`config.mk`:
```
export PLATFORM = sky130hd
export DESIGN_NAME = usvg_div
export DESIGN_NICKNAME = d
export VERILOG_FILES = /design/src/rtl/core/uv_sphere_vertex_generator_top_macros.svh /design/src/rtl/core/usvg_pkg.sv /design/src/rtl/core/usvg_div.sv
export SDC_FILE = /design/constraint.sdc
export NUM_CORES = 2
export LEC_CHECK = 0
export BUFFER_PORTS_ARGS = -buffer_cell sky130_fd_sc_hd__buf_2
export CELL_PAD_IN_SITES_DETAIL_PLACEMENT = 1
export CELL_PAD_IN_SITES_GLOBAL_PLACEMENT = 2
export CORE_UTILIZATION = 35
export CTS_BUF_LIST = sky130_fd_sc_hd__clkbuf_8
export DETAILED_ROUTE_END_ITERATION = 8
export PLACE_DENSITY_LB_ADDON = 0.1
export SLEW_MARGIN = 20
export SYNTH_ARGS = -nofsm -noshare
export SYNTH_HDL_FRONTEND = slang
export SYNTH_SLANG_ARGS = --single-unit
```
`constraint.sdc`:
```
create_clock -name clk -period 14.1 [get_ports clk]
set_input_delay 3.525 -clock clk [delete_from_list [all_inputs] [get_ports clk]]
set_output_delay 3.525 -clock clk [all_outputs]
set_load 0.02 [all_outputs]
```
`src/rtl/core/uv_sphere_vertex_generator_top_macros.svh`:
```
// Assertion macros for the sphere vertex generator.
// Expect clk and rst_n in the scope of use.
`ifndef UV_SPHERE_VERTEX_GENERATOR_TOP_MACROS_SVH
`define UV_SPHERE_VERTEX_GENERATOR_TOP_MACROS_SVH

// same-cycle implication, disabled in reset
`define USVG_ASSERT_NOW(lbl, ante, cons, msg) \
  lbl: assert property (@(posedge clk) disable iff (!rst_n) (ante) |-> (cons)) \
    else $error(msg);

// next-cycle implication, disabled in reset
`define USVG_ASSERT_NEXT(lbl, ante, cons, msg) \
  lbl: assert property (@(posedge clk) disable iff (!rst_n) (ante) |=> (cons)) \
    else $error(msg);

`endif

```
`src/rtl/core/usvg_pkg.sv`:
```
// Shared types, constants and the arctangent table of the sphere vertex generator.
// No dependencies.
`default_nettype none
package usvg_pkg;

  localparam int PREC_W     = 9;
  localparam int IDX_W      = 9;
  localparam int TEX_W      = 17;
  localparam int VTX_W      = 17;
  localparam int POS_W      = 16;
  localparam int PHASE_W    = 32;
  localparam int PREC_RESET = 48;
  localparam logic [TEX_W-1:0] TEX_MAX = 17'h1FFFF;

  localparam int DIV_NUM_W           = 41;
  localparam int DIV_STEPS_PER_STAGE = 4;
  localparam int DIV_STAGES          = (DIV_NUM_W + DIV_STEPS_PER_STAGE - 1) / DIV_STEPS_PER_STAGE;
  localparam int DIV_LAT             = DIV_STAGES + 1;
  localparam int AZ_TEX_STEPS        = 25;
  localparam int POL_TEX_STEPS       = 26;

  localparam int CORDIC_STEPS     = 28;
  localparam int CORDIC_PER_STAGE = 2;
  localparam int CORDIC_STAGES    = CORDIC_STEPS / CORDIC_PER_STAGE;
  localparam int CORDIC_LAT       = CORDIC_STAGES + 1;
  localparam int CORDIC_XW        = 34;
  localparam int CORDIC_ZW        = 32;
  localparam int CS_W             = 32;
  localparam logic signed [CORDIC_XW-1:0] CORDIC_GAIN = 34'sd652032874;

  localparam int POST_LAT = 3;
  localparam int PIPE_LAT = DIV_LAT + CORDIC_LAT + POST_LAT;

  localparam logic [1:0] QUAD_0 = 2'd0;
  localparam logic [1:0] QUAD_1 = 2'd1;
  localparam logic [1:0] QUAD_2 = 2'd2;
  localparam logic [1:0] QUAD_3 = 2'd3;

  typedef struct packed {
    logic [VTX_W-1:0] vertex_number;
    logic             quad_valid;
    logic [VTX_W-1:0] corner_b;
    logic [VTX_W-1:0] corner_c;
    logic [VTX_W-1:0] corner_d;
  } usvg_side_t;

  typedef struct packed {
    logic signed [POS_W-1:0] pos_x;
    logic signed [POS_W-1:0] pos_y;
    logic signed [POS_W-1:0] pos_z;
    logic [TEX_W-1:0]        tex_u;
    logic [TEX_W-1:0]        tex_v;
    usvg_side_t              side;
  } usvg_res_t;

  function automatic logic [31:0] atan_turn(input logic [4:0] k);
    logic [31:0] a;
    unique case (k)
      5'd0:    a = 32'h20000000;
      5'd1:    a = 32'h12E4051E;
      5'd2:    a = 32'h09FB385B;
      5'd3:    a = 32'h051111D4;
      5'd4:    a = 32'h028B0D43;
      5'd5:    a = 32'h0145D7E1;
      5'd6:    a = 32'h00A2F61E;
      5'd7:    a = 32'h00517C55;
      5'd8:    a = 32'h0028BE53;
      5'd9:    a = 32'h00145F2F;
      5'd10:   a = 32'h000A2F98;
      5'd11:   a = 32'h000517CC;
      5'd12:   a = 32'h00028BE6;
      5'd13:   a = 32'h000145F3;
      5'd14:   a = 32'h0000A2FA;
      5'd15:   a = 32'h0000517D;
      5'd16:   a = 32'h000028BE;
      5'd17:   a = 32'h0000145F;
      5'd18:   a = 32'h00000A30;
      5'd19:   a = 32'h00000518;
      5'd20:   a = 32'h0000028C;
      5'd21:   a = 32'h00000146;
      5'd22:   a = 32'h000000A3;
      5'd23:   a = 32'h00000051;
      5'd24:   a = 32'h00000029;
      5'd25:   a = 32'h00000014;
      5'd26:   a = 32'h0000000A;
      5'd27:   a = 32'h00000005;
      default: a = 32'h00000000;
    endcase
    return a;
  endfunction

endpackage
`default_nettype wire

```
`src/rtl/core/usvg_div.sv`:
```
// Pipelined restoring divider: rounded phase and texture coordinate over precision.
// Depends on usvg_pkg.
`default_nettype none
module usvg_div #(
  parameter int TEX_STEPS = 25
) (
  input  wire logic                            clk,
  input  wire logic                            en,
  input  wire logic [usvg_pkg::PREC_W-1:0]     prec,
  input  wire logic [usvg_pkg::DIV_NUM_W-1:0]  num,
  output logic [usvg_pkg::PHASE_W-1:0]         phase,
  output logic [usvg_pkg::TEX_W-1:0]           tex
);
  localparam int NW = usvg_pkg::DIV_NUM_W;
  localparam int NS = usvg_pkg::DIV_STAGES;
  localparam int SP = usvg_pkg::DIV_STEPS_PER_STAGE;
  localparam int PW = usvg_pkg::PREC_W;
  localparam int TW = TEX_STEPS;

  logic [NW-1:0] num_r [NS];
  logic [NW-1:0] num_in [NS];
  logic [NW-1:0] quo_r [NS];
  logic [NW-1:0] quo_in [NS];
  logic [NW-1:0] quo_nxt [NS];
  logic [PW-1:0] rem_r [NS];
  logic [PW-1:0] rem_in [NS];
  logic [PW-1:0] rem_nxt [NS];
  logic [PW-1:0] tr_r [NS];
  logic [PW-1:0] tr_in [NS];
  logic [PW-1:0] tr_nxt [NS];
  logic [TW-1:0] tq_r [NS];
  logic [TW-1:0] tq_in [NS];
  logic [TW-1:0] tq_nxt [NS];
  logic [PW:0]   cand;
  logic [PW:0]   prec_x;
  logic [PW-1:0] half_up;
  logic [TW:0]   tex_sum;
  logic [usvg_pkg::PHASE_W-1:0] phase_r, phase_nxt;
  logic [usvg_pkg::TEX_W-1:0]   tex_r, tex_nxt;

  assign prec_x  = {1'b0, prec};
  assign half_up = prec - (prec >> 1);

  always_comb begin
    num_in[0] = num;
    quo_in[0] = '0;
    rem_in[0] = '0;
    tr_in[0]  = '0;
    tq_in[0]  = '0;
    for (int s = 1; s < NS; s++) begin
      num_in[s] = num_r[s-1];
      quo_in[s] = quo_r[s-1];
      rem_in[s] = rem_r[s-1];
      tr_in[s]  = tr_r[s-1];
      tq_in[s]  = tq_r[s-1];
    end
  end

  always_comb begin
    cand = '0;
    for (int s = 0; s < NS; s++) begin
      rem_nxt[s] = rem_in[s];
      quo_nxt[s] = quo_in[s];
      tq_nxt[s]  = tq_in[s];
      tr_nxt[s]  = tr_in[s];
      for (int t = 0; t < SP; t++) begin
        if (s * SP + t < NW) begin
          cand = {rem_nxt[s], num_in[s][NW-1-(s*SP+t)]};
          if (cand >= prec_x) begin
            rem_nxt[s] = PW'(cand - prec_x);
            quo_nxt[s] = {quo_nxt[s][NW-2:0], 1'b1};
          end else begin
            rem_nxt[s] = cand[PW-1:0];
            quo_nxt[s] = {quo_nxt[s][NW-2:0], 1'b0};
          end
          if (s * SP + t == TW - 1) begin
            tq_nxt[s] = quo_nxt[s][TW-1:0];
            tr_nxt[s] = rem_nxt[s];
          end
        end
      end
    end
  end

  always_ff @(posedge clk) begin
    if (en) begin
      for (int s = 0; s < NS; s++) begin
        num_r[s] <= num_in[s];
        quo_r[s] <= quo_nxt[s];
        rem_r[s] <= rem_nxt[s];
        tq_r[s]  <= tq_nxt[s];
        tr_r[s]  <= tr_nxt[s];
      end
    end
  end

  always_comb begin
    phase_nxt = quo_r[NS-1][usvg_pkg::PHASE_W-1:0]
              + usvg_pkg::PHASE_W'(rem_r[NS-1] >= half_up);
    tex_sum   = {1'b0, tq_r[NS-1]} + (TW+1)'(tr_r[NS-1] >= half_up);
    tex_nxt   = (tex_sum > (TW+1)'(usvg_pkg::TEX_MAX)) ? usvg_pkg::TEX_MAX
              : tex_sum[usvg_pkg::TEX_W-1:0];
  end

  always_ff @(posedge clk) begin
    if (en) begin
      phase_r <= phase_nxt;
      tex_r   <= tex_nxt;
    end
  end

  assign phase = phase_r;
  assign tex   = tex_r;
endmodule
`default_nettype wire

```
==> flow_summary.yaml <==
worst_hold_path:
  timing.hold.worst_path_depth: 0
  min-delay-path-class: "register to register"
  hold_start: "quo_r[3][1]"
  hold_path_end: "quo_r[4][5]"
die:
  floorplan.die.width_um: 338.9
  floorplan_row_count: 123
  num_io_pins: 101
  die_area_sq_um: 114800
  core_area_sq_um: 112500
  start_util_pct: 35.30
  chipHeight_um: 338.9
clock_tree:
  cts.path.max_buffers: 3
  clk-insertion-delay-late_ps: 800
  post_cts_hold_buffer_count: 0
  cts.reportedPaths.clkPinSlew_ps: 60
  ctsRootBufferMaster: "sky130_fd_sc_hd__clkbuf_8"
  cts.htree.levels: 3
  cts_tree: "yes"
  tritoncts.num_buffers: 116
  post_cts_resize_count: 0
  cts_num_sinks: 644
  cts.repair_timing.setup_buffer_count: 0
yosys:
  yosys.cell_count.top_type: "sky130_fd_sc_hd__edfxtp_1"
  synth-seq-area-share_pct: 48.69
  post-synth-top-area-cell: "sky130_fd_sc_hd__edfxtp_1"
  yosysUniqueCellTypes: 86
  synth.area.top_cells: "sky130_fd_sc_hd__edfxtp_1, sky130_fd_sc_hd__ha_1, sky130_fd_sc_hd__mux2_2, sky130_fd_sc_hd__xnor2_1, sky130_fd_sc_hd__a21oi_1"
  synthArstFlopShare_pct: 0
  synth_top_cells_by_count: "sky130_fd_sc_hd__edfxtp_1, sky130_fd_sc_hd__ha_1, sky130_fd_sc_hd__a21oi_1, sky130_fd_sc_hd__nor2_1, sky130_fd_sc_hd__inv_1"
  post_synth_inst_count: 3364
  synth_edf_count: 644
  synth_top_flop_cell: "sky130_fd_sc_hd__edfxtp_1"
  post_synth_top_area_share_pct: 48.69
  synth_seq_cells: 644
  syn_nets: 3856
  yosys_warnings: 0
  syn-cell-area_sq_um: 39720
  synth.avg_cell_area_sq_um: 11.81
finish:
  synthToLayoutAreaGrowth_pct: 12.39
  final_util_pct: 39.68
  layout-drive-gt1-share_pct: 14.13
  nets: 4095
critical_path:
  critical_path.slowest_cell: "sky130_fd_sc_hd__a211o_1"
  r2r.worst_path.cells: 36
  path_max_fanout: 15
  setup.worst_path.class: "input port to register"
  critical_path.startpoint_type: "input port"
  reg2reg_from: "num_r[8][4]"
  setup.reg_to_reg.worst_slack_ps: 4010
  crit-reg2reg-capture: "rem_r[9][6]"
  worstSetupEndpointType: "register"
  crit_path_most_repeated_cell: "sky130_fd_sc_hd__a21oi_1"
  worstPathRequired_ps: 14620
  worst_path_largest_cell_delay_ps: 500
  data_arrival_critical_path_ps: 13430
sta:
  timing.final.setup_violations: 0
  layout_worst_path_cycle_share_pct: 91.57
  rsz0062_at_grt: "false"
  period_minus_slack_ps: 12910
  hold_viol: 0
  worst_pin_slew_ps: 1076
  timing.slew.headroom_pct: 28.28
  slew_viol_final: 0
  largest_clock_skew_in_the_final_design_ps: 41.55
  max_clock_freq_ghz: 0.07745
  final.setup.tns_ps: 0
global_route:
  first_global_vias: 28722
  groute.usage.overall_pct: 18.67
  grt_antenna_before_repair: 2
  first_pass_grt_wire_length_um: 167900
  grt.overflow.total: 0
  grt_start_max_net_pins: 131
routing:
  via_per_inst: 5.174
  routed_wirelength_um: 107800
  drcViolationCount: 0
  detail-route-antenna-nets: 0
  drt-initial-drc-count: 1256
  post_drt_wl_per_cell_um: 20.74
  via_count: 26883
  drt_pre_antenna_iters: 5
run_status:
  run_status: "complete, no violations"
place:
  place_congestion: 0.8481
  io_buffers: 100
  place.detailed.hpwl_um: 80200
flow_run:
  cap_violations: 0
[cells in the final DEF, fill, tap and decap left out, types with 12 or more instances in the layout]
| cell | synthesis | final |
|---|---|---|
| sky130_fd_sc_hd__a211oi_1 | 24 | 24 |
| sky130_fd_sc_hd__a21boi_0 | 19 | 19 |
| sky130_fd_sc_hd__a21o_1 | 107 | 107 |
| sky130_fd_sc_hd__a21oi_1 | 238 | 238 |
| sky130_fd_sc_hd__a31oi_1 | 20 | 20 |
| sky130_fd_sc_hd__and2_1 | 22 | 22 |
| sky130_fd_sc_hd__and4_1 | 12 | 12 |
| sky130_fd_sc_hd__buf_2 | 8 | 99 |
| sky130_fd_sc_hd__buf_4 | 0 | 59 |
| sky130_fd_sc_hd__clkbuf_8 | 0 | 116 |
| sky130_fd_sc_hd__clkinv_1 | 0 | 22 |
| sky130_fd_sc_hd__clkinv_2 | 0 | 18 |
| sky130_fd_sc_hd__edfxtp_1 | 644 | 644 |
| sky130_fd_sc_hd__fa_1 | 41 | 41 |
| sky130_fd_sc_hd__ha_1 | 399 | 399 |
| sky130_fd_sc_hd__inv_1 | 206 | 237 |
| sky130_fd_sc_hd__mux2_2 | 160 | 160 |
| sky130_fd_sc_hd__mux2i_1 | 41 | 41 |
| sky130_fd_sc_hd__nand2_1 | 176 | 176 |
| sky130_fd_sc_hd__nand2b_1 | 41 | 41 |
| sky130_fd_sc_hd__nand3_1 | 52 | 52 |
| sky130_fd_sc_hd__nand4_1 | 66 | 66 |
| sky130_fd_sc_hd__nor2_1 | 213 | 213 |
| sky130_fd_sc_hd__nor2b_1 | 67 | 67 |
| sky130_fd_sc_hd__nor3_1 | 50 | 49 |
| sky130_fd_sc_hd__o21a_1 | 33 | 33 |
| sky130_fd_sc_hd__o21ai_0 | 155 | 155 |
| sky130_fd_sc_hd__o21bai_1 | 39 | 39 |
| sky130_fd_sc_hd__o221ai_1 | 12 | 12 |
| sky130_fd_sc_hd__o31ai_1 | 15 | 14 |
| sky130_fd_sc_hd__or3_1 | 15 | 15 |
| sky130_fd_sc_hd__xnor2_1 | 187 | 187 |
| sky130_fd_sc_hd__xor2_1 | 104 | 104 |
[worst max-delay path by stage]
| stage | from | endpoint | slack, ps |
|---|---|---|---|
| finish | prec[0] | rem_r[9][6] | 1190 |
| global route | prec[0] | rem_r[9][7] | 340 |
| CTS | prec[0] | rem_r[9][6] | 1260 |
| detailed placement | prec[0] | rem_r[9][4] | 440 |
| global placement | prec[0] | rem_r[2][7] | 600 |
| floorplan | prec[1] | rem_r[9][6] | 910 |
[cell families after synthesis]
group	synth area share [%]
compound gates	12.70
xor+xnor	6.417
fa+ha+maj	14.64
buf+inv	2.457
flops	48.69
mux	5.737
simple gates	9.366
[stage by stage]
step           cells  setup slack [ps]  instance area [sq um]  hold WS [ps]
6_report        5196              1189                  44640         394.0
3_3_place_gp    4985             603.5                  42440         400.5
3_5_place_dp    4985             436.9                  42440         405.6
2_1_floorplan   3364             912.3                  39720         400.3
5_1_grt         5196             344.2                  44640         394.5
4_1_cts         5193              1257                  44620         381.6
[layout make-up]
| cell class | instances | area [sq um] |
|---|---|---|
| antenna | 3 | 7.507 |
| clock buffer | 116 | 1597 |
| clock inverter | 92 | 588.1 |
| fill | 12114 | 67860 |
| inverter | 210 | 790.8 |
| multi-input combinational | 2469 | 19430 |
| sequential | 644 | 19340 |
| tap | 1500 | 1877 |
| timing repair buffer | 162 | 1013 |
[layer usage]
metal  share of wire (%)  global-route usage (%)  vias up
met3                 2.8                   2.664      149
met4                 2.0                   4.657        0
met1                  49                   26.25    13275
li1                    -                       -    13113
met5                   0                       0        -
met2                  46                   30.13      346
[registers in the layout, summed over array words and instances (netlist names)]
register / cells
tq_r: 97
tr_r: 45
rem_r: 99
tex: 17
num_r: 190
phase: 32
quo_r: 164
[critical path, delay by kind of cell]
| family | cells | cell delay [ps] |
|---|---|---|
| and+or+nand+nor | 6 | 950 |
| adders and majority gates | 5 | 2150 |
| buffers and inverters | 4 | 930 |
| AOI/OAI and AO/OA | 21 | 5830 |
Power is not shown: default switching activity piles up to over one toggle a cycle in this logic, so the estimate is an artifact.
