==> config.mk <==
export PLATFORM = sky130hd
export DESIGN_NAME = usvg_ofifo
export DESIGN_NICKNAME = d
export VERILOG_FILES = /design/src/rtl/core/uv_sphere_vertex_generator_top_macros.svh /design/src/rtl/core/usvg_pkg.sv /design/src/rtl/core/usvg_ofifo.sv
export SDC_FILE = /design/constraint.sdc
export NUM_CORES = 1
export LEC_CHECK = 0
export BUFFER_PORTS_ARGS = -buffer_cell sky130_fd_sc_hd__buf_4
export CORE_MARGIN = 3
export CORE_UTILIZATION = 50
export CTS_BUF_LIST = sky130_fd_sc_hd__clkbuf_4 sky130_fd_sc_hd__clkbuf_8
export CTS_CLUSTER_SIZE = 24
export DETAILED_ROUTE_END_ITERATION = 16
export PLACE_DENSITY_LB_ADDON = 0.05
export SETUP_SLACK_MARGIN = 0.3
export SYNTH_ARGS = -nofsm -noshare
export SYNTH_HDL_FRONTEND = slang
export SYNTH_SLANG_ARGS = --single-unit
==> constraint.sdc <==
create_clock -name clk -period 20.5 [get_ports clk]
set_input_delay 3.075 -clock clk [delete_from_list [all_inputs] [get_ports clk]]
set_output_delay 3.075 -clock clk [all_outputs]
set_load 0.005 [all_outputs]
==> src/rtl/core/uv_sphere_vertex_generator_top_macros.svh <==
// Assertion macros for the sphere vertex generator.
// Expect clk and rst_n in the scope of use.
`ifndef UV_SPHERE_VERTEX_GENERATOR_TOP_MACROS_SVH
`define UV_SPHERE_VERTEX_GENERATOR_TOP_MACROS_SVH

// same-cycle implication, disabled in reset
`define USVG_ASSERT_NOW(lbl, ante, cons, msg) \
  lbl: assert property (@(posedge clk) disable iff (!rst_n) (ante) |-> (cons)) \
    else $error(msg);

// next-cycle implication, disabled in reset
`define USVG_ASSERT_NEXT(lbl, ante, cons, msg) \
  lbl: assert property (@(posedge clk) disable iff (!rst_n) (ante) |=> (cons)) \
    else $error(msg);

`endif

==> src/rtl/core/usvg_pkg.sv <==
// Shared types, constants and the arctangent table of the sphere vertex generator.
// No dependencies.
`default_nettype none
package usvg_pkg;

  localparam int PREC_W     = 9;
  localparam int IDX_W      = 9;
  localparam int TEX_W      = 17;
  localparam int VTX_W      = 17;
  localparam int POS_W      = 16;
  localparam int PHASE_W    = 32;
  localparam int PREC_RESET = 48;
  localparam logic [TEX_W-1:0] TEX_MAX = 17'h1FFFF;

  localparam int DIV_NUM_W           = 41;
  localparam int DIV_STEPS_PER_STAGE = 4;
  localparam int DIV_STAGES          = (DIV_NUM_W + DIV_STEPS_PER_STAGE - 1) / DIV_STEPS_PER_STAGE;
  localparam int DIV_LAT             = DIV_STAGES + 1;
  localparam int AZ_TEX_STEPS        = 25;
  localparam int POL_TEX_STEPS       = 26;

  localparam int CORDIC_STEPS     = 28;
  localparam int CORDIC_PER_STAGE = 2;
  localparam int CORDIC_STAGES    = CORDIC_STEPS / CORDIC_PER_STAGE;
  localparam int CORDIC_LAT       = CORDIC_STAGES + 1;
  localparam int CORDIC_XW        = 34;
  localparam int CORDIC_ZW        = 32;
  localparam int CS_W             = 32;
  localparam logic signed [CORDIC_XW-1:0] CORDIC_GAIN = 34'sd652032874;

  localparam int POST_LAT = 3;
  localparam int PIPE_LAT = DIV_LAT + CORDIC_LAT + POST_LAT;

  localparam logic [1:0] QUAD_0 = 2'd0;
  localparam logic [1:0] QUAD_1 = 2'd1;
  localparam logic [1:0] QUAD_2 = 2'd2;
  localparam logic [1:0] QUAD_3 = 2'd3;

  typedef struct packed {
    logic [VTX_W-1:0] vertex_number;
    logic             quad_valid;
    logic [VTX_W-1:0] corner_b;
    logic [VTX_W-1:0] corner_c;
    logic [VTX_W-1:0] corner_d;
  } usvg_side_t;

  typedef struct packed {
    logic signed [POS_W-1:0] pos_x;
    logic signed [POS_W-1:0] pos_y;
    logic signed [POS_W-1:0] pos_z;
    logic [TEX_W-1:0]        tex_u;
    logic [TEX_W-1:0]        tex_v;
    usvg_side_t              side;
  } usvg_res_t;

  function automatic logic [31:0] atan_turn(input logic [4:0] k);
    logic [31:0] a;
    unique case (k)
      5'd0:    a = 32'h20000000;
      5'd1:    a = 32'h12E4051E;
      5'd2:    a = 32'h09FB385B;
      5'd3:    a = 32'h051111D4;
      5'd4:    a = 32'h028B0D43;
      5'd5:    a = 32'h0145D7E1;
      5'd6:    a = 32'h00A2F61E;
      5'd7:    a = 32'h00517C55;
      5'd8:    a = 32'h0028BE53;
      5'd9:    a = 32'h00145F2F;
      5'd10:   a = 32'h000A2F98;
      5'd11:   a = 32'h000517CC;
      5'd12:   a = 32'h00028BE6;
      5'd13:   a = 32'h000145F3;
      5'd14:   a = 32'h0000A2FA;
      5'd15:   a = 32'h0000517D;
      5'd16:   a = 32'h000028BE;
      5'd17:   a = 32'h0000145F;
      5'd18:   a = 32'h00000A30;
      5'd19:   a = 32'h00000518;
      5'd20:   a = 32'h0000028C;
      5'd21:   a = 32'h00000146;
      5'd22:   a = 32'h000000A3;
      5'd23:   a = 32'h00000051;
      5'd24:   a = 32'h00000029;
      5'd25:   a = 32'h00000014;
      5'd26:   a = 32'h0000000A;
      5'd27:   a = 32'h00000005;
      default: a = 32'h00000000;
    endcase
    return a;
  endfunction

endpackage
`default_nettype wire

==> src/rtl/core/usvg_ofifo.sv <==
// Two-entry output buffer that decouples the pipeline from the result channel.
// Depends on usvg_pkg.
`default_nettype none
module usvg_ofifo (
  input  wire logic                clk,
  input  wire logic                rst_n,
  input  wire logic                push,
  input  wire usvg_pkg::usvg_res_t push_data,
  output logic                     full,
  input  wire logic                pop_ready,
  output logic                     pop_valid,
  output usvg_pkg::usvg_res_t      pop_data
);
  usvg_pkg::usvg_res_t mem_r [2];
  logic       wr_ptr_r, rd_ptr_r;
  logic [1:0] cnt_r, cnt_nxt;
  logic       pop;

  assign pop_valid = (cnt_r != 2'd0);
  assign full      = (cnt_r == 2'd2);
  assign pop       = pop_valid && pop_ready;
  assign pop_data  = mem_r[rd_ptr_r];

  always_comb begin
    cnt_nxt = cnt_r;
    if (push && !pop) begin
      cnt_nxt = cnt_r + 2'd1;
    end else if (pop && !push) begin
      cnt_nxt = cnt_r - 2'd1;
    end
  end

  always_ff @(posedge clk) begin
    if (push) begin
      mem_r[wr_ptr_r] <= push_data;
    end
  end

  always_ff @(posedge clk) begin
    if (!rst_n) begin
      wr_ptr_r <= 1'b0;
      rd_ptr_r <= 1'b0;
      cnt_r    <= 2'd0;
    end else begin
      if (push) begin
        wr_ptr_r <= ~wr_ptr_r;
      end
      if (pop) begin
        rd_ptr_r <= ~rd_ptr_r;
      end
      cnt_r <= cnt_nxt;
    end
  end
endmodule
`default_nettype wire

==> results of run 1 <==
==> per-stage QoR <==
stage | hold WS [ps] | power, mW
2_1_floorplan | 474 | 0.999
3_3_place_gp | 486 | 1.17
3_5_place_dp | 506 | 1.17
4_1_cts | 518 | 1.65
5_1_grt | 579 | 1.71
6_report | 525 | 1.63
==> cell type report <==
class / instances / area (um^2) / share of cell area [%]
sequential: 307 / 9170 / 61.4
timing repair buffer: 313 / 2350 / 15.7
multi-input combinational: 168 / 2170 / 14.5
clock buffer: 66 / 808 / 5.41
tap: 280 / 350 / 2.35
clock inverter: 20 / 86.3 / 0.578
antenna: 1 / 2.50 / 0.0168
==> cell families (layout without fill, tap and decap cells) <==
family                     Yosys count  after routing  share of synthesized area [%]
muxes                              151            151                           17.8
buffers and inverters               17            399                           1.34
AOI/OAI and AO/OA                    4              4                          0.218
xor gates and xnor gates             3              3                          0.229
adders and majority gates            1              1                          0.109
and+or+nand+nor                      9              9                          0.490
other                                0              1                              0
DFF                                307            307                           79.9
==> state kept, by name (all words and copies together) (netlist names), named ones only <==
signal / cells
cnt_r: 2
mem_r: 302
wr_ptr_r: 1
rd_ptr_r: 1
==> worst max-delay path by stage <==
stage                     to  cells after the start      start
2_1_floorplan    mem_r[0][0]                      1       push
3_3_place_gp    mem_r[0][48]                      4       push
3_5_place_dp    mem_r[0][45]                      4       push
4_1_cts        pop_data[143]                      3  flip-flop
5_1_grt        pop_data[143]                      3  flip-flop
6_report       pop_data[143]                      3  flip-flop
==> layer usage <==
metal	vias up	share of wire [%]
met2	246	49
met4	0	3.8
li1	2664	-
met5	-	0
met3	59	9.7
met1	2779	37
==> worst reg2reg max path, cell delays in order (launching register included) <==
cell and delay, ps:
sky130_fd_sc_hd__dfxtp_1 350, sky130_fd_sc_hd__nor2b_4 850, sky130_fd_sc_hd__buf_4 690, sky130_fd_sc_hd__buf_4 850
==> power by group through the flow <==
stage	logic [mW]	registers, mW	clock network, mW
after floorplan	0.244	0.755	0
after global placement	0.401	0.766	0
after detailed placement	0.405	0.768	0
after CTS	0.407	0.755	0.489
after global routing	0.427	0.759	0.520
final	0.400	0.754	0.472
==> cell usage in the layout, fill, tap and decap left out, drive strengths merged <==
cell	Yosys	layout
edfxtp	302	302
mux2	151	151
a21boi	1	1
clkbuf	0	66
diode	0	1
and2	4	4
dfxtp	5	5
buf	17	313
or3	1	1
o21a	1	1
ha	1	1
xor2	1	1
nor2b	3	3
clkinv	0	20
xnor2	2	2
or2	1	1
o21ai	2	2
==> impl_summary.log, run 1 <==
INFO  metric filler_cell_count = 1544
INFO  metric number_of_endpoints_with_negative_hold_slack_in_the_final_report = 0
INFO  metric yosys_register_bits = 307
INFO  metric power.internal = 1.23 mW
INFO  metric synth_top_area_cell = sky130_fd_sc_hd__edfxtp_1
INFO  metric post_synth_num_cell_types = 17
INFO  metric timing.critical_path.arrival = 2890 ps
INFO  metric finalWeightedCongestion = 0.760
INFO  metric outcome = finished, final reports clean
INFO  metric dr.pass1.iters = 4
INFO  metric global_route.usage.met1 = 20.3%
INFO  metric worstReg2RegEnd = mem_r[0][44]
INFO  metric floorplan.rows = 54
INFO  metric switching_share = 24.1%
INFO  metric setup_repair_after_global_routing_missed_its_margin = no
INFO  metric placement.setup.worst_slack = 14430 ps
INFO  metric critical_path.max_fanout = 62
INFO  metric antenna_found_initial = 1
INFO  metric flow.area_growth_from_synthesis = 30.1%
INFO  metric cp-end-kind = primary output
INFO  metric async_flop_share = 0%
INFO  metric cap_viol_max_count = 0
INFO  metric cts.repair_timing.setup_buffer_count = 0
INFO  metric cts.sink_count = 307
INFO  metric cp-start-kind = flip-flop
INFO  metric cp_num_buf_inv = 2
INFO  metric maximum_number_of_pins_on_one_net_before_global_route_repair = 71
INFO  metric remaining_drc_errors = 0
INFO  metric fin_area = 14900 um^2
INFO  metric clk-insertion-delay-late = 530 ps
INFO  metric synth_cells = 492
INFO  metric gr-usage-met2 = 28.2%
INFO  metric netSwitchingPower = 0.392 mW
INFO  metric via_per_inst = 4.98
INFO  metric number_of_global_route_vias_before_repair = 6107
INFO  metric htree_num_levels = 2
INFO  metric synth.cell_area = 11500 um^2
INFO  metric count_of_routing_violations_after_the_opening_detailed_route_iteration = 297
INFO  metric critPathSlowestCell = sky130_fd_sc_hd__buf_4
INFO  metric slowest_delay = 1010 ps
INFO  metric crit_family = buffers and inverters
INFO  metric grt_pass1_wl = 32.4 mm
INFO  metric clock_input_transition_at_the_sequential_cells_of_the_worst_setup_and_hold_paths = 60 ps
INFO  metric floorplan.core_area = 22200 um^2
INFO  metric synthesis.yosys.warnings = 0
INFO  metric total_leakage_power = 5.79 nW
INFO  metric hold_end = cnt_r[1]
INFO  metric power.share.sequential = 46.4%
INFO  metric synth-edff-count = 302
INFO  metric worst_slew_pin_slew = 1160 ps
INFO  metric horiz_die_dim = 158 um
INFO  metric total_via_count_after_detailed_routing = 5748
INFO  metric worst_hold_startpoint = cnt_r[1]
INFO  metric critPathRequiredTime = 17430 ps
INFO  metric synth-main-ff-cell = sky130_fd_sc_hd__edfxtp_1
INFO  metric gr-usage-all-layers = 17.3%
INFO  metric cp_cell_sequence = buf_4 -> mux2_2 -> buf_4
INFO  metric layout.core_utilization = 67.4%
INFO  metric library_cell_with_the_highest_instance_count_after_synthesis = sky130_fd_sc_hd__edfxtp_1
INFO  metric tritoncts = yes
INFO  metric boundary_pin_count = 308
INFO  metric final_max_slew_viol_count = 0
INFO  metric setup.worst_path.class = reg -> out
INFO  metric final.period_utilization = 29.1%
INFO  metric relSlewSlack = 22.4%
INFO  metric finalNonFillerCells = 1155
INFO  metric syn_nets = 648
INFO  metric cts_resized = 0
INFO  metric place.detailed.instances = 1068
INFO  metric synth_largest_type_area_fraction = 79.0%
INFO  metric cts-hold-fix-buffers = 0
INFO  metric drt.antenna.violating_nets = 0
INFO  metric fp.dieH = 158 um
INFO  metric avgSynthCellArea = 23.3 um^2
INFO  metric die_area = 24800 um^2
INFO  metric clock_power_share = 29.0%
INFO  metric power.density_cell_area = 109 nW/um^2
INFO  metric setup_viol = 0
INFO  metric worst-r2r-cell-count = 3
INFO  metric ys_top_cells_by_count = sky130_fd_sc_hd__edfxtp_1, sky130_fd_sc_hd__mux2_4, sky130_fd_sc_hd__mux2_2
INFO  metric hold_path.class = reg -> reg
INFO  metric portBuffers = 307
INFO  metric ys_seq_area_share = 79.9%
INFO  metric final_layout_size_suffix_gt1_share = 62.1%
INFO  metric cts-root-buf = sky130_fd_sc_hd__clkbuf_8
INFO  metric wirelength = 22.4 mm
INFO  metric worstReg2RegStart = wr_ptr_r
INFO  metric cts_buffers = 47
INFO  metric power_frac_comb = 24.6%
INFO  metric fin_nets = 993
INFO  metric timing.reg2reg.setup_slack = 17330 ps
INFO  metric groute.layer.met3.usage = 6.82%
INFO  metric fmaxAchievable = 0.168 GHz
INFO  metric place_area = 14000 um^2
INFO  metric fin_tns_setup = 0 ps
INFO  metric globalRouteOverflowTotal = 0
INFO  metric synth.area.top_cells = sky130_fd_sc_hd__edfxtp_1, sky130_fd_sc_hd__mux2_4, sky130_fd_sc_hd__mux2_2
INFO  metric timing.final.crit_period = 5960 ps
INFO  metric dp_hpwl = 15.1 mm
INFO  metric fin_worst_skew = 10.5 ps
INFO  metric instance_count_along_the_most_critical_hold_path = 2
INFO  metric global_route_layer_with_the_greatest_usage = met2
INFO  metric route.detailed.wl_per_inst = 19.4 um
INFO  metric postLayoutSetupSlackWorst = 14540 ps
INFO  metric clk_path_buf_depth = 3
INFO  metric peakVddDrop = 0.0000795 V
INFO  metric path_common_cell = sky130_fd_sc_hd__buf_4
INFO  metric starting_density_of_the_core = 51.8%
No activity file was read; power rests on OpenSTA's default activity.
==> run 2: changes to the inputs <==
Settings changed: CORE_UTILIZATION 50 to 49.
Clock period 20.5 ns to 5.4 ns, I/O delays scaled along.
==> impl_summary.log, run 2 (synthesis results as in run 1) <==
INFO  metric outcome = finished, final reports clean
INFO  metric critPathRequiredTime = 4590 ps
INFO  metric total_via_count_after_detailed_routing = 5729
INFO  metric postLayoutSetupSlackWorst = 2060 ps
INFO  metric fin_tns_setup = 0 ps
INFO  metric slowest_delay = 840 ps
INFO  metric timing.reg2reg.setup_slack = 3110 ps
INFO  metric count_of_routing_violations_after_the_opening_detailed_route_iteration = 303
INFO  metric largest_register = mem_r
INFO  metric final.period_utilization = 61.8%
INFO  metric power_frac_comb = 24.1%
INFO  metric fmaxAchievable = 0.300 GHz
INFO  metric via_per_inst = 4.81
INFO  metric worst_setup_path_endpoint = pop_data[43]
INFO  metric power.share.sequential = 46.1%
INFO  metric floorplan.core_area = 22800 um^2
INFO  metric clock_power_share = 29.7%
INFO  metric relSlewSlack = 37.2%
INFO  metric fin_nets = 995
INFO  metric cts-root-buf = sky130_fd_sc_hd__clkbuf_8
INFO  metric timing.final.crit_period = 3340 ps
INFO  metric remaining_drc_errors = 0
INFO  metric starting_density_of_the_core = 50.3%
INFO  metric worst-path-stages = 3
INFO  metric biggestRegsByFlops = mem_r x302, cnt_r x2
INFO  metric fin_hold_ws = 446 ps
INFO  metric power.density_cell_area = 414 nW/um^2
INFO  metric flow.area_growth_from_synthesis = 31.0%
INFO  metric fin_worst_skew = 14.9 ps
INFO  metric tritoncts = yes
INFO  metric route.detailed.wl_per_inst = 19.4 um
INFO  metric worstReg2RegEnd = mem_r[1][93]
INFO  metric switching_share = 24.0%
INFO  metric cp_cell_sequence = buf_12 -> mux2_2 -> buf_4
INFO  metric gr-usage-all-layers = 17.8%
INFO  metric setup_viol = 0
INFO  metric number_of_global_route_vias_before_repair = 6260
INFO  metric critPathSlowestCell = sky130_fd_sc_hd__dfxtp_4
INFO  metric htree_num_levels = 2
INFO  metric cp_num_buf_inv = 2
INFO  metric largest_register_ff_count = 302
INFO  metric worstReg2RegStart = wr_ptr_r
INFO  metric layout.core_utilization = 65.8%
INFO  metric globalRouteOverflowTotal = 0
INFO  metric cts.sink_count = 307
INFO  metric clk-insertion-delay-late = 550 ps
INFO  metric groute.layer.met3.usage = 7.96%
INFO  metric global_route.usage.met1 = 20.3%
INFO  metric layout_commonest_cell = sky130_fd_sc_hd__buf_4
INFO  metric cap_viol_max_count = 0
INFO  metric drt.antenna.violating_nets = 0
INFO  metric cp-end-kind = primary output
INFO  metric clk_path_buf_depth = 3
INFO  metric antenna_found_initial = 0
INFO  metric hold_path.class = in -> reg
INFO  metric power.internal = 4.74 mW
INFO  metric boundary_pin_count = 308
INFO  metric die_area = 25300 um^2
INFO  metric cts.repair_timing.setup_buffer_count = 0
INFO  metric cts-hold-fix-buffers = 0
INFO  metric fin_area = 15000 um^2
INFO  metric worst_hold_startpoint = push_data[140]
INFO  metric peakVddDrop = 0.000265 V
INFO  metric place.detailed.instances = 1100
INFO  metric horiz_die_dim = 159 um
INFO  metric p_total = 6.23 mW
INFO  metric antenna_cells_inserted = 0
INFO  metric clock_input_transition_at_the_sequential_cells_of_the_worst_setup_and_hold_paths = 60 ps
INFO  metric cp-start-kind = flip-flop
INFO  metric setup_repair_after_global_routing_missed_its_margin = no
INFO  metric cts_resized = 0
INFO  metric netSwitchingPower = 1.49 mW
INFO  metric final_layout_size_suffix_gt1_share = 62.1%
INFO  metric finalWeightedCongestion = 0.749
INFO  metric layout_common_cells = sky130_fd_sc_hd__buf_4, sky130_fd_sc_hd__edfxtp_1, sky130_fd_sc_hd__mux2_4
INFO  metric dp_hpwl = 15.5 mm
INFO  metric grt_pass1_wl = 34.8 mm
INFO  metric worst-r2r-cell-count = 2
INFO  metric wirelength = 23.2 mm
INFO  metric fp.dieH = 159 um
INFO  metric final_max_slew_viol_count = 0
INFO  metric maximum_number_of_pins_on_one_net_before_global_route_repair = 130
INFO  metric finalNonFillerCells = 1191
INFO  metric number_of_endpoints_with_negative_hold_slack_in_the_final_report = 0
INFO  metric total_leakage_power = 5.81 nW
INFO  metric dr.pass1.iters = 4
INFO  metric global_route_layer_with_the_greatest_usage = met2
INFO  metric crit_family = flip-flops
INFO  metric setup.worst_path.class = reg -> out
INFO  metric portBuffers = 307
INFO  metric worst_slew_pin_slew = 942 ps
INFO  metric gr-usage-met2 = 30.2%
INFO  metric placement.setup.worst_slack = 2570 ps
INFO  metric floorplan.rows = 55
INFO  metric timing.critical_path.arrival = 2530 ps
INFO  metric critical_path.max_fanout = 74
INFO  metric place_area = 14100 um^2
INFO  metric cts_buffers = 50
run 2: cell count changes in the layout (fill, tap and decap cells not counted):
cell / change
sky130_fd_sc_hd__buf_12: +2
sky130_fd_sc_hd__clkinv_2: -3
sky130_fd_sc_hd__clkinvlp_4: +1
sky130_fd_sc_hd__clkbuf_4: +3
sky130_fd_sc_hd__buf_4: -3
sky130_fd_sc_hd__clkinv_1: +2
sky130_fd_sc_hd__diode_2: -1
sky130_fd_sc_hd__clkbuf_8: +2
run 2: layout make-up:
class                   instances  area, um^2
clock buffers                  71         858
clock inverters                20        86.3
fillers                      1616        7800
multi-input cells             168        2170
flip-flops and latches        307        9170
well taps                     313         392
repair buffers                312        2370
run 2: worst min-delay path by stage:
| stage | endpoint | depth (start not counted) |
|---|---|---|
| CTS | mem_r[1][139] | 1 |
| global placement | cnt_r[1] | 2 |
| finish | mem_r[1][140] | 1 |
| detailed placement | cnt_r[1] | 2 |
| global route | mem_r[1][59] | 1 |
| floorplan | cnt_r[1] | 2 |
run 2: power groups by stage:
stage | Combinational, mW | Sequential [mW] | Clock [mW]
2_1_floorplan | 0.927 | 2.85 | 0
3_3_place_gp | 1.50 | 2.92 | 0
3_5_place_dp | 1.52 | 2.93 | 0
4_1_cts | 1.53 | 2.88 | 1.92
5_1_grt | 1.60 | 2.90 | 2.03
6_report | 1.50 | 2.88 | 1.85
run 2: layer usage:
layer	vias to the layer above	part of all wire [%]
li1	2663	-
met1	2798	38
met2	233	51
met3	35	9.5
met4	0	2.2
met5	-	0
run 2: worst reg2reg max path: stages (launching register included):
cell	delay (ps)
sky130_fd_sc_hd__dfxtp_1	390
sky130_fd_sc_hd__and2_4	770
sky130_fd_sc_hd__buf_4	740
==> run 3: changes to the inputs <==
Clock period 5.4 ns to 2.7 ns, I/O delays scaled along.
==> impl_summary.log, run 3 (synthesis results as in run 1) <==
INFO  metric fin_tns_setup = 0 ps
INFO  metric via_per_inst = 4.83
INFO  metric timing.critical_path.arrival = 1860 ps
INFO  metric fp.dieH = 159 um
INFO  metric timing.reg2reg.setup_slack = 1150 ps
INFO  metric number_of_endpoints_with_negative_hold_slack_in_the_final_report = 0
INFO  metric total_via_count_after_detailed_routing = 5825
INFO  metric dr.pass1.iters = 6
INFO  metric htree_num_levels = 2
INFO  metric boundary_pin_count = 308
INFO  metric worst-r2r-cell-count = 2
INFO  metric route.detailed.wl_per_inst = 19.6 um
INFO  metric setup.worst_path.class = reg -> out
INFO  metric portBuffers = 307
INFO  metric wirelength = 23.7 mm
INFO  metric hold_end = mem_r[1][37]
INFO  metric finalNonFillerCells = 1205
INFO  metric clk_path_buf_depth = 3
INFO  metric floorplan.rows = 55
INFO  metric worstReg2RegStart = wr_ptr_r
INFO  metric place.detailed.instances = 1108
INFO  metric setup_viol = 0
INFO  metric cap_viol_max_count = 0
INFO  metric drt.antenna.violating_nets = 0
INFO  metric fin_hold_ws = 43.2 ps
INFO  metric cp_num_buf_inv = 3
INFO  metric grt_pass1_wl = 35.7 mm
INFO  metric antenna_found_initial = 0
INFO  metric largest_register = mem_r
INFO  metric tritoncts = yes
INFO  metric count_of_routing_violations_after_the_opening_detailed_route_iteration = 277
INFO  metric critPathRequiredTime = 2300 ps
INFO  metric peakVddDrop = 0.000581 V
INFO  metric timing.final.crit_period = 2260 ps
INFO  metric worst_slew_pin_slew = 609 ps
INFO  metric layout_commonest_cell = sky130_fd_sc_hd__buf_4
INFO  metric cts.sink_count = 307
INFO  metric setup_repair_after_global_routing_missed_its_margin = no
INFO  metric biggestRegsByFlops = mem_r x302, cnt_r x2
INFO  metric maximum_number_of_pins_on_one_net_before_global_route_repair = 53
INFO  metric worst_hold_startpoint = push_data[37]
INFO  metric fmaxAchievable = 0.442 GHz
INFO  metric fin_nets = 1014
INFO  metric starting_density_of_the_core = 50.3%
INFO  metric globalRouteOverflowTotal = 0
INFO  metric largest_register_ff_count = 302
INFO  metric layout.core_utilization = 67.0%
INFO  metric slowest_delay = 390 ps
INFO  metric antenna_cells_inserted = 0
INFO  metric flow.area_growth_from_synthesis = 33.4%
INFO  metric clock_input_transition_at_the_sequential_cells_of_the_worst_setup_and_hold_paths = 60 ps
INFO  metric layout_common_cells = sky130_fd_sc_hd__buf_4, sky130_fd_sc_hd__edfxtp_1, sky130_fd_sc_hd__mux2_4
INFO  metric dp_hpwl = 16.2 mm
INFO  metric fin_worst_skew = 20.6 ps
INFO  metric final_layout_size_suffix_gt1_share = 62.7%
INFO  metric instance_count_along_the_most_critical_hold_path = 1
INFO  metric total_leakage_power = 5.93 nW
INFO  metric cts_buffers = 48
INFO  metric number_of_global_route_vias_before_repair = 6371
INFO  metric cp_cell_sequence = buf_12 -> buf_16 -> mux2_2 -> buf_4
INFO  metric cp-start-kind = flip-flop
INFO  metric floorplan.core_area = 22800 um^2
INFO  metric final.period_utilization = 83.9%
INFO  metric hold_path.class = in -> reg
INFO  metric finalWeightedCongestion = 0.776
INFO  metric die_area = 25300 um^2
INFO  metric critical_path.max_fanout = 36
INFO  metric cp-end-kind = primary output
INFO  metric power.density_cell_area = 824 nW/um^2
INFO  metric outcome = finished, final reports clean
INFO  metric gr-usage-all-layers = 18.1%
INFO  metric crit_family = buffers and inverters
INFO  metric critPathSlowestCell = sky130_fd_sc_hd__dfxtp_4
INFO  metric cts-root-buf = sky130_fd_sc_hd__clkbuf_8
INFO  metric relSlewSlack = 59.3%
INFO  metric remaining_drc_errors = 0
INFO  metric clk-insertion-delay-late = 540 ps
INFO  metric horiz_die_dim = 159 um
INFO  metric final_max_slew_viol_count = 0
INFO  metric worstReg2RegEnd = mem_r[0][1]
==> run 3: cell types whose count changed in the layout (fill, tap and decap cells not counted), sizes merged <==
cell	previous run	this run
clkbuf	71	72
dlygate4sd3	0	7
clkinvlp	1	2
buf	312	326
clkinv	19	10
==> run 3: repair_timing <==
item / 4_1_cts / 5_1_grt
buffers inserted: 1 / 5
endpoints found under the hold margin: 11 / 0
setup endpoints to repair: 132 / 27
hold buffers: 7 / 0
gates resized for setup: 2 / 0
pin swaps: 0 / 0
==> run 3: metrics by stage <==
step	instance area (um^2)	setup slack, ps	total power, mW
after floorplan	11500	-415	7.56
after global placement	14200	755	8.94
after detailed placement	14200	707	9.00
after CTS	15200	304	12.7
after global routing	15300	361	13.2
final	15300	435	12.6
==> run 3: how the worst max path moves through the flow <==
stage | from | endpoint | cells after the start
after floorplan | push | mem_r[0][0] | 1
final | flip-flop | pop_data[147] | 4
after global placement | flip-flop | pop_data[65] | 3
after detailed placement | flip-flop | pop_data[129] | 3
after CTS | flip-flop | pop_data[147] | 3
after global routing | flip-flop | pop_data[20] | 4
==> run 3: power by group <==
group	switching (mW)	total [mW]	leakage, nW	internal [mW]
clock	1.63	3.63	0.483	1.99
sequential	0.0934	5.63	2.88	5.54
combinational	1.29	3.36	2.57	2.07
==> run 3: cell type report <==
type | count | area, um^2
clock buffer | 72 | 847
clock inverter | 12 | 57.6
fill | 1610 | 7540
multi-input combinational | 168 | 2170
sequential | 307 | 9170
tap | 313 | 392
timing repair buffer | 333 | 2670
==> run 3: routing by layer <==
metal  track usage (%)  share of wire (%)
met5                 0                  0
met4              5.29                1.7
met3              7.52                9.1
met2              31.4                 51
met1              20.8                 38
